--- src/dtp_pkg.sv ---
// shared types and codes for the der tlv header parser
package dtp_pkg;

  // result status codes
  localparam logic [1:0] StOk      = 2'd0;
  localparam logic [1:0] StTrunc   = 2'd1;
  localparam logic [1:0] StBadForm = 2'd2;
  localparam logic [1:0] StTooWide = 2'd3;

  // length form constants
  localparam logic [7:0] LongFormBit  = 8'h80;
  localparam logic [6:0] CountMask    = 7'h7F;
  localparam logic [6:0] MaxLenBytes  = 7'd8;

  // one result item
  typedef struct packed {
    logic        valid;
    logic [1:0]  status;
    logic [7:0]  tag_byte;
    logic [31:0] value_length;
    logic [31:0] value_offset;
    logic        buffer_end;
  } result_t;

endpackage

--- src/dtp_core.sv ---
// parser state and per-byte next-state and result logic
module dtp_core #(
  parameter int LEN_BITS = 32
) (
  input  logic             clk_i,
  input  logic             rst_ni,
  input  logic             fire_i,
  input  logic [7:0]       data_byte_i,
  input  logic             last_i,
  output dtp_pkg::result_t res_o
);

  // parser phases
  localparam logic [2:0] PhTag      = 3'd0;
  localparam logic [2:0] PhLenFirst = 3'd1;
  localparam logic [2:0] PhLenMore  = 3'd2;
  localparam logic [2:0] PhValue    = 3'd3;
  localparam logic [2:0] PhSkip     = 3'd4;

  logic [2:0]          phase_q, phase_d;
  logic [7:0]          tag_q, tag_d;
  logic [LEN_BITS-1:0] acc_q, acc_d;
  logic [3:0]          lbl_q, lbl_d;
  logic [LEN_BITS-1:0] vbl_q, vbl_d;
  logic [31:0]         pos_q, pos_d;
  logic [31:0]         vstart_q, vstart_d;

  logic                have_len;
  logic [LEN_BITS-1:0] len;
  logic [LEN_BITS-1:0] vbl_dec;
  logic [LEN_BITS-1:0] acc_shift;
  logic [3:0]          lbl_dec;
  logic [31:0]         pos_inc;
  logic [63:0]         acc_wide;
  logic [6:0]          count;

  assign vbl_dec   = vbl_q - LEN_BITS'(1);
  assign acc_shift = (acc_q << 8) | LEN_BITS'(data_byte_i);
  assign lbl_dec   = lbl_q - 4'd1;
  assign pos_inc   = pos_q + 32'd1;
  assign count     = data_byte_i[6:0] & dtp_pkg::CountMask;

  // next state and result for the byte in the input register
  always_comb begin
    phase_d  = phase_q;
    tag_d    = tag_q;
    acc_d    = acc_q;
    lbl_d    = lbl_q;
    vbl_d    = vbl_q;
    vstart_d = vstart_q;
    pos_d    = pos_inc;
    have_len = 1'b0;
    len      = '0;
    acc_wide = 64'(acc_q);
    res_o    = '0;
    res_o.buffer_end = last_i;

    unique case (phase_q)
      PhTag: begin
        tag_d   = data_byte_i;
        phase_d = PhLenFirst;
      end
      PhLenFirst: begin
        if ((data_byte_i & dtp_pkg::LongFormBit) == 8'd0) begin
          len      = LEN_BITS'(data_byte_i);
          have_len = 1'b1;
        end else if (count == 7'd0 || count > dtp_pkg::MaxLenBytes) begin
          res_o.valid    = 1'b1;
          res_o.status   = dtp_pkg::StBadForm;
          res_o.tag_byte = tag_q;
          phase_d        = PhSkip;
        end else begin
          lbl_d   = count[3:0];
          acc_d   = '0;
          phase_d = PhLenMore;
        end
      end
      PhLenMore: begin
        if (acc_q[LEN_BITS-1 -: 8] != 8'd0) begin
          res_o.valid    = 1'b1;
          res_o.status   = dtp_pkg::StTooWide;
          res_o.tag_byte = tag_q;
          phase_d        = PhSkip;
        end else begin
          acc_d = acc_shift;
          lbl_d = lbl_dec;
          if (lbl_dec == 4'd0) begin
            len      = acc_shift;
            have_len = 1'b1;
          end
        end
      end
      PhValue: begin
        vbl_d = vbl_dec;
        if (vbl_dec == '0) begin
          res_o.valid        = 1'b1;
          res_o.status       = dtp_pkg::StOk;
          res_o.tag_byte     = tag_q;
          res_o.value_length = acc_wide[31:0];
          res_o.value_offset = vstart_q;
          phase_d            = PhTag;
        end
      end
      default: begin
      end
    endcase

    // length known: zero length completes at once
    if (have_len) begin
      acc_d    = len;
      vstart_d = pos_inc;
      acc_wide = 64'(len);
      if (len == '0) begin
        res_o.valid        = 1'b1;
        res_o.status       = dtp_pkg::StOk;
        res_o.tag_byte     = tag_q;
        res_o.value_length = 32'd0;
        res_o.value_offset = pos_inc;
        phase_d            = PhTag;
      end else begin
        vbl_d   = len;
        phase_d = PhValue;
      end
    end

    // buffer end: truncation report unless already reported or skipping, and parser reset
    if (last_i) begin
      if (!res_o.valid && phase_q != PhSkip) begin
        res_o.valid        = 1'b1;
        res_o.status       = dtp_pkg::StTrunc;
        res_o.tag_byte     = tag_d;
        res_o.value_length = 32'd0;
        res_o.value_offset = 32'd0;
      end
      phase_d  = PhTag;
      tag_d    = '0;
      acc_d    = '0;
      lbl_d    = '0;
      vbl_d    = '0;
      pos_d    = '0;
      vstart_d = '0;
    end

    if (!fire_i) begin
      res_o.valid = 1'b0;
    end
  end

  // state registers
  always_ff @(posedge clk_i or negedge rst_ni) begin
    if (!rst_ni) begin
      phase_q  <= PhTag;
      tag_q    <= '0;
      acc_q    <= '0;
      lbl_q    <= '0;
      vbl_q    <= '0;
      pos_q    <= '0;
      vstart_q <= '0;
    end else if (fire_i) begin
      phase_q  <= phase_d;
      tag_q    <= tag_d;
      acc_q    <= acc_d;
      lbl_q    <= lbl_d;
      vbl_q    <= vbl_d;
      pos_q    <= pos_d;
      vstart_q <= vstart_d;
    end
  end

  // skipping after an error never reports
  a_skip_quiet: assert property (@(posedge clk_i) disable iff (!rst_ni)
    (fire_i && phase_q == PhSkip) |-> !res_o.valid)
    else $error("result while skipping");

  // buffer end always returns to tag phase with position cleared
  a_end_resets: assert property (@(posedge clk_i) disable iff (!rst_ni)
    (fire_i && last_i) |=> (phase_q == PhTag && pos_q == 32'd0))
    else $error("buffer end did not reset parser");

  // value phase always has bytes left to count
  a_value_count: assert property (@(posedge clk_i) disable iff (!rst_ni)
    (phase_q == PhValue) |-> (vbl_q != '0))
    else $error("value phase with zero count");

endmodule

--- src/der_tlv_header_parser_top.sv ---
// top level of the der tlv header parser: input register, core, result register
//
//  channel | valid / ready         | payload
//  in      | in_valid_i / in_ready_o  | data_byte_i, last_of_buffer_i
//  out     | out_valid_o / out_ready_i | status_o, tag_byte_o, value_length_o,
//          |                       | value_offset_o, buffer_end_o
//
// one byte per cycle sustained while the result side does not stall; a byte's result
// passes the input register, then the core's single-pass logic into the result register
// reset clears the parser phase, counters and both valid flags at once
// a stalled result holds the result register; the input register then fills and
// in_ready_o drops until the result is taken
module der_tlv_header_parser_top #(
  parameter int LEN_BITS = 32
) (
  input  logic        clk_i,
  input  logic        rst_ni,
  input  logic        in_valid_i,
  output logic        in_ready_o,
  input  logic [7:0]  data_byte_i,
  input  logic        last_of_buffer_i,
  output logic        out_valid_o,
  input  logic        out_ready_i,
  output logic [1:0]  status_o,
  output logic [7:0]  tag_byte_o,
  output logic [31:0] value_length_o,
  output logic [31:0] value_offset_o,
  output logic        buffer_end_o
);

  logic             in_valid_q;
  logic [7:0]       byte_q;
  logic             last_q;
  logic             advance;
  logic             fire;
  dtp_pkg::result_t res;
  dtp_pkg::result_t out_q;

  // handshake control
  assign advance    = !out_q.valid || out_ready_i;
  assign fire       = in_valid_q && advance;
  assign in_ready_o = !in_valid_q || advance;

  // input register
  always_ff @(posedge clk_i or negedge rst_ni) begin
    if (!rst_ni) begin
      in_valid_q <= 1'b0;
    end else if (in_ready_o) begin
      in_valid_q <= in_valid_i;
    end
  end

  always_ff @(posedge clk_i) begin
    if (in_valid_i && in_ready_o) begin
      byte_q <= data_byte_i;
      last_q <= last_of_buffer_i;
    end
  end

  dtp_core #(
    .LEN_BITS(LEN_BITS)
  ) u_core (
    .clk_i      (clk_i),
    .rst_ni     (rst_ni),
    .fire_i     (fire),
    .data_byte_i(byte_q),
    .last_i     (last_q),
    .res_o      (res)
  );

  // result register
  always_ff @(posedge clk_i or negedge rst_ni) begin
    if (!rst_ni) begin
      out_q <= '0;
    end else if (advance) begin
      out_q <= res;
    end
  end

  assign out_valid_o    = out_q.valid;
  assign status_o       = out_q.status;
  assign tag_byte_o     = out_q.tag_byte;
  assign value_length_o = out_q.value_length;
  assign value_offset_o = out_q.value_offset;
  assign buffer_end_o   = out_q.buffer_end;

endmodule

--- config.mk ---
export PLATFORM = sky130hd
export DESIGN_NAME = der_tlv_header_parser_top
export DESIGN_NICKNAME = d
export VERILOG_FILES = /design/src/dtp_pkg.sv /design/src/dtp_core.sv /design/src/der_tlv_header_parser_top.sv
export SDC_FILE = /design/constraint.sdc
export NUM_CORES = 1
export LEC_CHECK = 0
export BUFFER_PORTS_ARGS = -buffer_cell sky130_fd_sc_hd__buf_2
export CAP_MARGIN = 15
export CORE_UTILIZATION = 54
export CTS_BUF_LIST = sky130_fd_sc_hd__clkbuf_4 sky130_fd_sc_hd__clkbuf_8
export DETAILED_ROUTE_END_ITERATION = 8
export GPL_ROUTABILITY_DRIVEN = 0
export PLACE_DENSITY = 0.73
export SLEW_MARGIN = 20
export SYNTH_ARGS = -nofsm -noshare
export SYNTH_HDL_FRONTEND = slang
export SYNTH_SLANG_ARGS = --single-unit
export TNS_END_PERCENT = 1
--- constraint.sdc ---
create_clock -name clk_i -period 3.5 [get_ports clk_i]
set_input_delay 0.7 -clock clk_i [delete_from_list [all_inputs] [get_ports clk_i]]
set_output_delay 0.7 -clock clk_i [all_outputs]
set_load 0.005 [all_outputs]
[After elaboration in Yosys (flattened, before gate mapping)]
Index checks and enable logic that the tools add are counted.
Word-level totals
  register bits after elaboration: 229
  input port bits: 13
  word-level logic and storage cells: 104
Operators by class
  add/subtract/negate cells: 3
  order comparisons: 1
  equality and inequality tests: 12
  multiplexer cells: 47
  bitwise gates (word level): 1
  reduce and logical (&&, ||, !) cells: 24
Operators with widths (number)
  $mux W32: 14
  $mux W75: 5
  $pmux W32 S2: 2
  $logic_not A32 Y1: 2
  $mux W64: 1
  $mux W11: 3
  $pmux W11 S3: 1
  $add A32 B1 Y32 const B: 1
  $or A32 B8 Y32: 1
  $sub A32 B1 Y32 const B: 1
  $mux W8: 3
  $mux W3: 6
  $mux W4: 4
  $reduce_and A5 Y1: 3
  $ne A3 B3 Y1 const B: 4
  $ne A4 B3 Y1 const B: 3
  $pmux W3 S4: 1
  $logic_not A8 Y1: 1
  $ne A4 B2 Y1 const B: 2
  $pmux W4 S2: 1
  $reduce_bool A8 Y1: 1
  $gt A7 B4 Y1 const B: 1
  $logic_not A7 Y1: 1
  $eq A3 B2 Y1 const B: 2
  other kinds (15): 24

[Depth between registers and ports, before layout]
Gate-level depths: netlist of the first run.
  depth after elaboration: 13
  depth in mapped cells: 14
  mapped depth without buffers: 10

[Cells and area by module]
A second synthesis of the first run with hierarchy kept.
Unflattened totals
  cells, all modules: 1191
  area, all modules: 11965.2 µm²
Modules (own cells, without submodules)
  dtp_core: times used 1, cells an instance 1014, area an instance 8665.8 µm², seq. area each 3578.4 µm²
  der_tlv_header_parser_top: times used 1, cells an instance 177, area an instance 3299.4 µm², seq. area each 2197.1 µm²

[Worst setup path after synthesis of the first run]
OpenSTA, ideal clock, no wires.
  path kind: flip-flop to flip-flop
  start: reg u_core.vbl_q[1]
  end: reg out_q, in the netlist tag_byte_o[0]
  arrival: 2730 ps
  required time: 3370 ps
  slack: 641 ps
  stages on the path, launching flop included: 13
  path buffers: 2
  period minus slack after synthesis: 2859 ps
  path through: dfrtp_1 inv_1 ha_1 nor4b_2 nand2_1 or4_4 xor2_1 nand3_2 and4bb_1 buf_4 buf_6 o31ai_1 a21oi_1
On the way
  word-level cells in the longest chain between the ends: 10
Ends and longest elaborated chain
  from (decl): RTL line dtp_core.sv:24  | logic [LEN_BITS-1:0] vbl_q, vbl_d;
  from (signal assigned): RTL line dtp_core.sv:164  | vbl_q <= vbl_d;
  $sub A32 B1 Y32 (*): RTL line dtp_core.sv:37  | assign vbl_dec = vbl_q - LEN_BITS'(1);
  $logic_not A32 Y1 (*): RTL line dtp_core.sv:95  | if (vbl_dec == '0) begin
  $mux W75 (*): RTL line dtp_core.sv:95
  $pmux W11 S3 (*): RTL line dtp_core.sv:58  | unique case (phase_q)
  $mux W75: RTL line dtp_core.sv:113  | if (len == '0) begin
  $mux W75 (*): RTL line dtp_core.sv:109  | if (have_len) begin
  $logic_not A1 Y1: RTL line dtp_core.sv:128  | if (!res_o.valid && phase_q != PhSkip) begin
  $logic_and A1 B1 Y1: RTL line dtp_core.sv:128
  $mux W75: RTL line dtp_core.sv:128
  $mux W75 (*): RTL line dtp_core.sv:127  | if (last_i) begin
  to (signal assigned): RTL line der_tlv_header_parser_top.sv:76  | out_q <= res;
  to (decl): RTL line der_tlv_header_parser_top.sv:37  | dtp_pkg::result_t out_q;
Every way passes the cells marked *; elsewhere a longest branch is shown, timed or not.
A chain may end at the register's enable or synchronous reset.

[Worst setup path after layout of the first run]
  start: reg u_core.vbl_q[1]
  end: reg out_q, in the netlist value_offset_o[12]
On the way
  word-level cells in the longest chain between the ends: 10
Ends and longest elaborated chain (RTL line)
  $sub A32 B1 Y32 (*): dtp_core.sv:37
  $logic_not A32 Y1 (*): dtp_core.sv:95
  $mux W75 (*): dtp_core.sv:95
  $pmux W11 S3: dtp_core.sv:58
  $mux W75: dtp_core.sv:113
  $mux W75 (*): dtp_core.sv:109
  $logic_not A1 Y1: dtp_core.sv:128
  $logic_and A1 B1 Y1: dtp_core.sv:128
  $mux W75: dtp_core.sv:128
  $mux W75 (*): dtp_core.sv:127
Marks and branches as above.

==> results_dict.tcl, run 1 <==
set metrics [dict create \
    outcome "finished, final reports clean" \
    first_global_vias 9664 \
    synth.distinct_cells 71 \
    worstSetupStartpointType "flop" \
    timing.critical_path.depth 11 \
    timing.final.max_slew_violations 0 \
    ys_top_cells_by_area "sky130_fd_sc_hd__dfrtp_1, sky130_fd_sc_hd__nand2_1, sky130_fd_sc_hd__o21ai_0" \
    finalHoldViolCount 0 \
    clkTransAtPathRegs_ns 0.06 \
    dp_hpwl_um 19740 \
    synth-seq-cells 229 \
    die_x_um 146.8 \
    fraction_of_layout_cells_with_a_size_suffix_above_1_pct 14.81 \
    library_cell_with_the_largest_summed_area_after_synthesis "sky130_fd_sc_hd__dfrtp_1" \
    cts_tree "done" \
    cts.hold.buffers_added 0 \
    number_of_sinks_driven_by_the_clock_tree 229 \
    floorplan.initialDensity_pct 55.61 \
    r2r_cells 11 \
    dominantRegCellSynth "sky130_fd_sc_hd__dfrtp_1" \
    final_period_minus_worst_setup_slack_ns 3.276 \
    cellPowerDensity_nw_per_um2 609.7 \
    ctsHtreeMaxLevel 2 \
    tritoncts.num_buffers 38 \
    cp.arrival_ns 3.72 \
    post_synth.cell_area_avg_um2 8.799 \
    worst_slack_ns 0.2242 \
    critical_path.top_delay_family "simple AND/OR/NAND/NOR gates" \
    setup_violators_final 0 \
    design.die.area_um2 21550 \
    crit_type "flop to flop" \
    cts_max_path_buffers 3 \
    timing.slew.headroom_pct 31.86 \
    rsz0062_at_grt "no" \
    final.period_utilization_pct 93.59 \
    dp_slack_ns 0.2247 \
    synth_top_cell_area_share_pct 48.61 \
    final_nets 1372 \
    edff_count_synth 9 \
    num_vias 9998 \
    routedWlPerCell_um 18.89 \
    netlist_instances 1287 \
    power.static_leakage_nw 5.798 \
    layout.cells.most_common "sky130_fd_sc_hd__nand2_1" \
    port_buffer_count 89 \
    area_inside_the_core_boundary_um2 20360 \
    ant_nets 0 \
    synthArstFlopShare_pct 96.07 \
    timing.max_cap.violations 0 \
    post_drt_via_cell_ratio 6.070 \
    hold_slack_ns 0.2119 \
    overflow 0 \
    netlist_area_um2 11320 \
    top_level_ports 90 \
    std_cell_rows 52 \
    initial_antenna_violation_count 0 \
    drt_first_pass_iters 6 \
    timing.critical_path.cells "inv_1, ha_1, nor4b_4, nand2_1, or4_4, xor2_1, nand3_2, and4bb_2, buf_12, a21oi_1, o21ai_1" \
    tightestPinTransition_ns 1.022 \
    synth.net_count 1305 \
    clock-root-buffer "sky130_fd_sc_hd__clkbuf_8" \
    grt_max_degree 112 \
    first_pass_grt_wire_length_um 50540 \
    drt_iter0_drc 813 \
    syn_to_final_growth_pct 12.94 \
    slowest_cell_on_crit_path "sky130_fd_sc_hd__or4_4" \
    postPlaceCellArea_um2 12000 \
    cp_max_fo 31 \
    gr-usage-all-layers_pct 29.40 \
    setup.worst_path.end_class "flop" \
    cp_data_required_time_ns 3.95 \
    power.total_mw 7.798 \
    antenna_cells 0 \
    ys.warnings.count 0 \
    ir_worst_vdd_mv 0.3320 \
    cp.buffers_inverters 2 \
    final_design_area_no_fill_um2 12790 \
    portion_of_the_post_synthesis_area_used_by_sequential_elements_pct 51.00 \
    worstHoldPathType "primary input to asynchronous set/reset pin" \
    drcViolationCount 0 \
    fin_skew_ns 0.03112 \
    clock.fmax_ghz 0.3053 \
    post_cts_buffers 0 \
    most-common-layout-cells "sky130_fd_sc_hd__nand2_1, sky130_fd_sc_hd__dfrtp_1, sky130_fd_sc_hd__o21ai_0" \
    route.final.wire_length_um 31110 \
    worst_skew_late_latency_ns 0.55 \
    final.setup.tns_ns 0 \
    num-fill-cells 1731 \
    critical-path-max-stage-delay_ns 0.60 \
    overall_die_height_um 146.8 \
]
==> final timing paths <==
check                                               from                              end  slack (ns)
setup / recovery             u_core.vbl_q[1]$_DFFE_PN0P_   value_offset_o[12]$_DFFE_PN0P_        0.22
hold / removal                                    rst_ni   value_length_o[27]$_DFFE_PN0P_        0.21
setup reg to reg             u_core.vbl_q[1]$_DFFE_PN0P_   value_offset_o[12]$_DFFE_PN0P_        0.22
hold reg to reg            value_length_o[7]$_DFFE_PN0P_    value_length_o[7]$_DFFE_PN0P_        0.46
max in group asynchronous                         rst_ni  u_core.vstart_q[14]$_DFFE_PN0P_        2.46
min in group clk_i                        data_byte_i[3]              byte_q[3]$_DFFE_PP_        0.32
==> stage by stage <==
| step | instances | util (%) |
|---|---|---|
| 4_1_cts | 1646 | 62.64 |
| 5_1_grt | 1647 | 62.80 |
| 2_1_floorplan | 1287 | - |
| 3_3_place_gp | 1583 | 58.93 |
| 6_report | 1647 | 62.80 |
| 3_5_place_dp | 1583 | 58.93 |
==> per-layer routing <==
layer | vias to the layer above | part of all wire (%) | global-route usage [%]
li1 | 4693 | - | -
met1 | 4855 | 42 | 39.56
met2 | 376 | 48 | 47.80
met3 | 74 | 6.6 | 4.876
met4 | 0 | 3.0 | 11.30
met5 | - | 0 | 0
==> worst reg2reg max path, cell delays in order (launching register included) <==
cell and delay (ns):
sky130_fd_sc_hd__dfrtp_1 0.43, sky130_fd_sc_hd__inv_1 0.12, sky130_fd_sc_hd__ha_1 0.30, sky130_fd_sc_hd__nor4b_4 0.26, sky130_fd_sc_hd__nand2_1 0.20, sky130_fd_sc_hd__or4_4 0.60
sky130_fd_sc_hd__xor2_1 0.18, sky130_fd_sc_hd__nand3_2 0.13, sky130_fd_sc_hd__and4bb_2 0.44, sky130_fd_sc_hd__buf_12 0.23, sky130_fd_sc_hd__a21oi_1 0.13, sky130_fd_sc_hd__o21ai_1 0.17
==> layout make-up <==
cell class	instances	area [µm²]	area share, %
Clock buffer	55	681.9	5.332
Clock inverter	8	73.82	0.5772
Inverter	13	48.80	0.3815
Multi-Input combinational cell	953	5136	40.16
Sequential cell	229	5776	45.16
Tap cell	270	337.8	2.641
Timing Repair Buffer	119	735.7	5.752
==> report_power, final <==
group | leakage [nW] | internal [mW] | total (mW) | switching (mW)
Sequential | 3.11 | 2.91 | 3.21 | 0.295
Clock | 0.404 | 1.32 | 2.38 | 1.06
Combinational | 2.28 | 0.794 | 2.21 | 1.42
Total | 5.80 | 5.03 | 7.80 | 2.77
==> synthesized netlist by cell type (all sizes together) (2+ instances only) <==
cell type,n
or3,8
or4,6
nor4b,4
buf,26
nand4,26
and4,4
o22ai,12
nand2,253
xnor2,25
nor2b,7
xor2,21
a31oi,7
or2,2
ha,5
nand3,54
edfxtp,9
and3,12
nor2,85
nand3b,3
a32oi,2
a22oi,15
o22a,2
o31ai,19
nor3b,8
nor3,31
and2,4
a21boi,2
o31a,2
nor4,24
a211oi,3
a21oi,83
a311oi,2
inv,13
a31o,3
dfrtp,220
o211ai,14
a22o,7
o21ai,179
clkbuf,66
nand2b,6
==> repair_timing <==
action,CTS,global route
hold endpoints to repair,0,0
gates resized for setup,0,1
endpoints found under the setup margin,0,29
==> state kept, by name, summed over array words and instances (netlist names) <==
name	count
buffer_end_o	1
byte_q	8
in_valid_q	1
last_q	1
out_valid_o	1
status_o	2
tag_byte_o	8
u_core.acc_q	32
u_core.lbl_q	4
u_core.phase_q	3
u_core.pos_q	32
u_core.tag_q	8
u_core.vbl_q	32
u_core.vstart_q	32
value_length_o	32
value_offset_o	32
==> logic make-up (layout without fill, tap and decap cells) <==
family | after synthesis | count (layout) | share of synthesized area [%]
xor+xnor | 46 | 46 | 3.558
compound gates | 361 | 361 | 18.30
flops | 229 | 229 | 51.00
simple gates | 541 | 541 | 22.73
buf+inv | 105 | 195 | 3.867
fa+ha+maj | 5 | 5 | 0.5524
Power figures use the tool's default switching activity.
==> run 2: changes to the inputs <==
--- a/config.mk
+++ b/config.mk
@@ -7,6 +7,7 @@
 export LEC_CHECK = 0
 export BUFFER_PORTS_ARGS = -buffer_cell sky130_fd_sc_hd__buf_2
 export CAP_MARGIN = 15
+export CORE_ASPECT_RATIO = 0.75
 export CORE_UTILIZATION = 54
 export CTS_BUF_LIST = sky130_fd_sc_hd__clkbuf_4 sky130_fd_sc_hd__clkbuf_8
 export DETAILED_ROUTE_END_ITERATION = 8
==> run 2 against run 1 <==
  * First-iteration DRC count increased by 32%
  * Largest power group unchanged
  * Die area hardly changed
  * Clock skew decreased by 0.0078 ns
==> results_dict.tcl, run 2 (synthesis gave the netlist of run 1 again) <==
set metrics [dict create \
    gr-usage-all-layers_pct 28.88 \
    final_core_util_pct 63.34 \
    wl_met3_um 2774 \
    cellPowerDensity_nw_per_um2 621.8 \
    power.static_leakage_nw 5.837 \
    num-fill-cells 1769 \
    first_global_vias 9089 \
    cts_max_path_buffers 3 \
    final_nets 1373 \
    initial_antenna_violation_count 0 \
    cts_tree "done" \
    worst_skew_late_latency_ns 0.54 \
    final_design_area_no_fill_um2 12910 \
    drcViolationCount 0 \
    final.period_utilization_pct 93.86 \
    final_period_minus_worst_setup_slack_ns 3.285 \
    switching_power_mw 2.797 \
    power.share.combinational_pct 27.2 \
    port_buffer_count 89 \
    setup.worst_path.end_class "flop" \
    syn_to_final_growth_pct 14.00 \
    routed-wl-met2_um 12680 \
    cp_data_required_time_ns 3.94 \
    layout.cells.most_common "sky130_fd_sc_hd__nand2_1" \
    critical-path-max-stage-delay_ns 0.60 \
    share_clk_of_total_power_pct 32.8 \
    setup_violators_final 0 \
    crit_type "flop to flop" \
    cp_max_fo 12 \
    final.setup.tns_ns 0 \
    overflow 0 \
    switching_share_pct 34.85 \
    p_int_mw 5.230 \
    grt_max_degree 94 \
    area_inside_the_core_boundary_um2 20380 \
    top_layer_used "met4" \
    die_x_um 169.2 \
    top_level_ports 90 \
    floorplan.initialDensity_pct 55.56 \
    power.total_mw 8.027 \
    outcome "finished, final reports clean" \
    design.die.area_um2 21560 \
    ctsHtreeMaxLevel 2 \
    overall_die_height_um 127.4 \
    fraction_of_layout_cells_with_a_size_suffix_above_1_pct 15.25 \
    ir_worst_vdd_mv 0.5119 \
    ant_nets 0 \
    std_cell_rows 45 \
    cts_resized 0 \
    clock.fmax_ghz 0.3044 \
    num_vias 9955 \
    timing.critical_path.cells "inv_1, ha_1, nor4b_2, nand2_1, or4_4, xor2_1, nand3_2, nor4b_4, buf_4, nand4_1, o211ai_1" \
    cts.hold.buffers_added 0 \
    fin_skew_ns 0.02334 \
    tightestPinTransition_ns 0.9032 \
    drt_iter0_drc 1070 \
    post_cts_buffers 0 \
    antenna_cells 0 \
    slowest_cell_on_crit_path "sky130_fd_sc_hd__or4_4" \
    timing.final.max_slew_violations 0 \
    worstHoldPathType "primary input to asynchronous set/reset pin" \
    route.final.wire_length_um 30520 \
    seqPwrFrac_pct 40.1 \
    most-common-layout-cells "sky130_fd_sc_hd__nand2_1, sky130_fd_sc_hd__dfrtp_1, sky130_fd_sc_hd__o21ai_0" \
    clock-root-buffer "sky130_fd_sc_hd__clkbuf_8" \
    timing.max_cap.violations 0 \
    number_of_sinks_driven_by_the_clock_tree 229 \
    clkTransAtPathRegs_ns 0.06 \
    post_drt_via_cell_ratio 5.975 \
    tritoncts.num_buffers 37 \
    worstSetupStartpointType "flop" \
    postPlaceCellArea_um2 12040 \
    drt_first_pass_iters 6 \
    first_pass_grt_wire_length_um 49300 \
    cp.arrival_ns 3.73 \
    finalHoldViolCount 0 \
    dp_hpwl_um 20110 \
    routedWlPerCell_um 18.32 \
    rsz0062_at_grt "no" \
    timing.slew.headroom_pct 39.78 \
    wl_met1_um 14700 \
]
run 2: final timing paths:
kind,from,endpoint,slack (ns),cells past startpoint
setup / recovery,u_core.vbl_q[1]$_DFFE_PN0P_,value_offset_o[25]$_DFFE_PN0P_,0.21,11
hold / removal,rst_ni,value_length_o[25]$_DFFE_PN0P_,0.17,1
setup reg to reg,u_core.vbl_q[1]$_DFFE_PN0P_,value_offset_o[25]$_DFFE_PN0P_,0.21,11
hold reg to reg,value_length_o[8]$_DFFE_PN0P_,value_length_o[8]$_DFFE_PN0P_,0.46,2
max in group asynchronous,rst_ni,u_core.vbl_q[29]$_DFFE_PN0P_,2.56,2
min in group clk_i,last_of_buffer_i,last_q$_DFFE_PP_,0.35,1
run 2: layer usage:
layer / up-vias / GRT usage, %
met5: - / 0
met1: 4794 / 45.85
li1: 4691 / -
met2: 429 / 39.58
met3: 41 / 6.444
met4: 0 / 6.995
run 2: area by class of cell:
| class | instances | area, µm² | share of cell area, % |
|---|---|---|---|
| clock buffer | 58 | 754.5 | 5.844 |
| inverter | 13 | 48.80 | 0.3780 |
| sequential | 229 | 5776 | 44.74 |
| clock inverter | 10 | 113.9 | 0.8820 |
| timing repair buffer | 121 | 737.0 | 5.708 |
| multi-input combinational | 953 | 5127 | 39.72 |
| tap | 282 | 352.8 | 2.733 |
run 2: worst max-delay path, delay by kind of cell (launching register included):
family	cells	cell delay [ns]
fa+ha+maj	1	0.29
simple gates	6	1.74
xor+xnor	1	0.18
buf+inv	2	0.39
compound gates	1	0.14
flops	1	0.44
run 2: through the flow:
step | cells | hold slack [ns] | setup WS (ns)
after floorplan | 1287 | 0.4044 | 0.6407
after global placement | 1598 | 0.4452 | 0.3546
after detailed placement | 1598 | 0.4510 | 0.2380
after CTS | 1666 | 0.2099 | 0.2171
after global routing | 1666 | 0.2144 | 0.01109
final | 1666 | 0.1723 | 0.2150
run 2: power by group through the flow:
stage / combinational (mW) / clock (mW) / sequential [mW]
floorplan: 1.60 / 0 / 3.13
global placement: 2.10 / 0 / 3.25
detailed placement: 2.14 / 0 / 3.24
CTS: 2.15 / 2.66 / 3.20
global route: 2.39 / 2.79 / 3.24
finish: 2.18 / 2.63 / 3.22
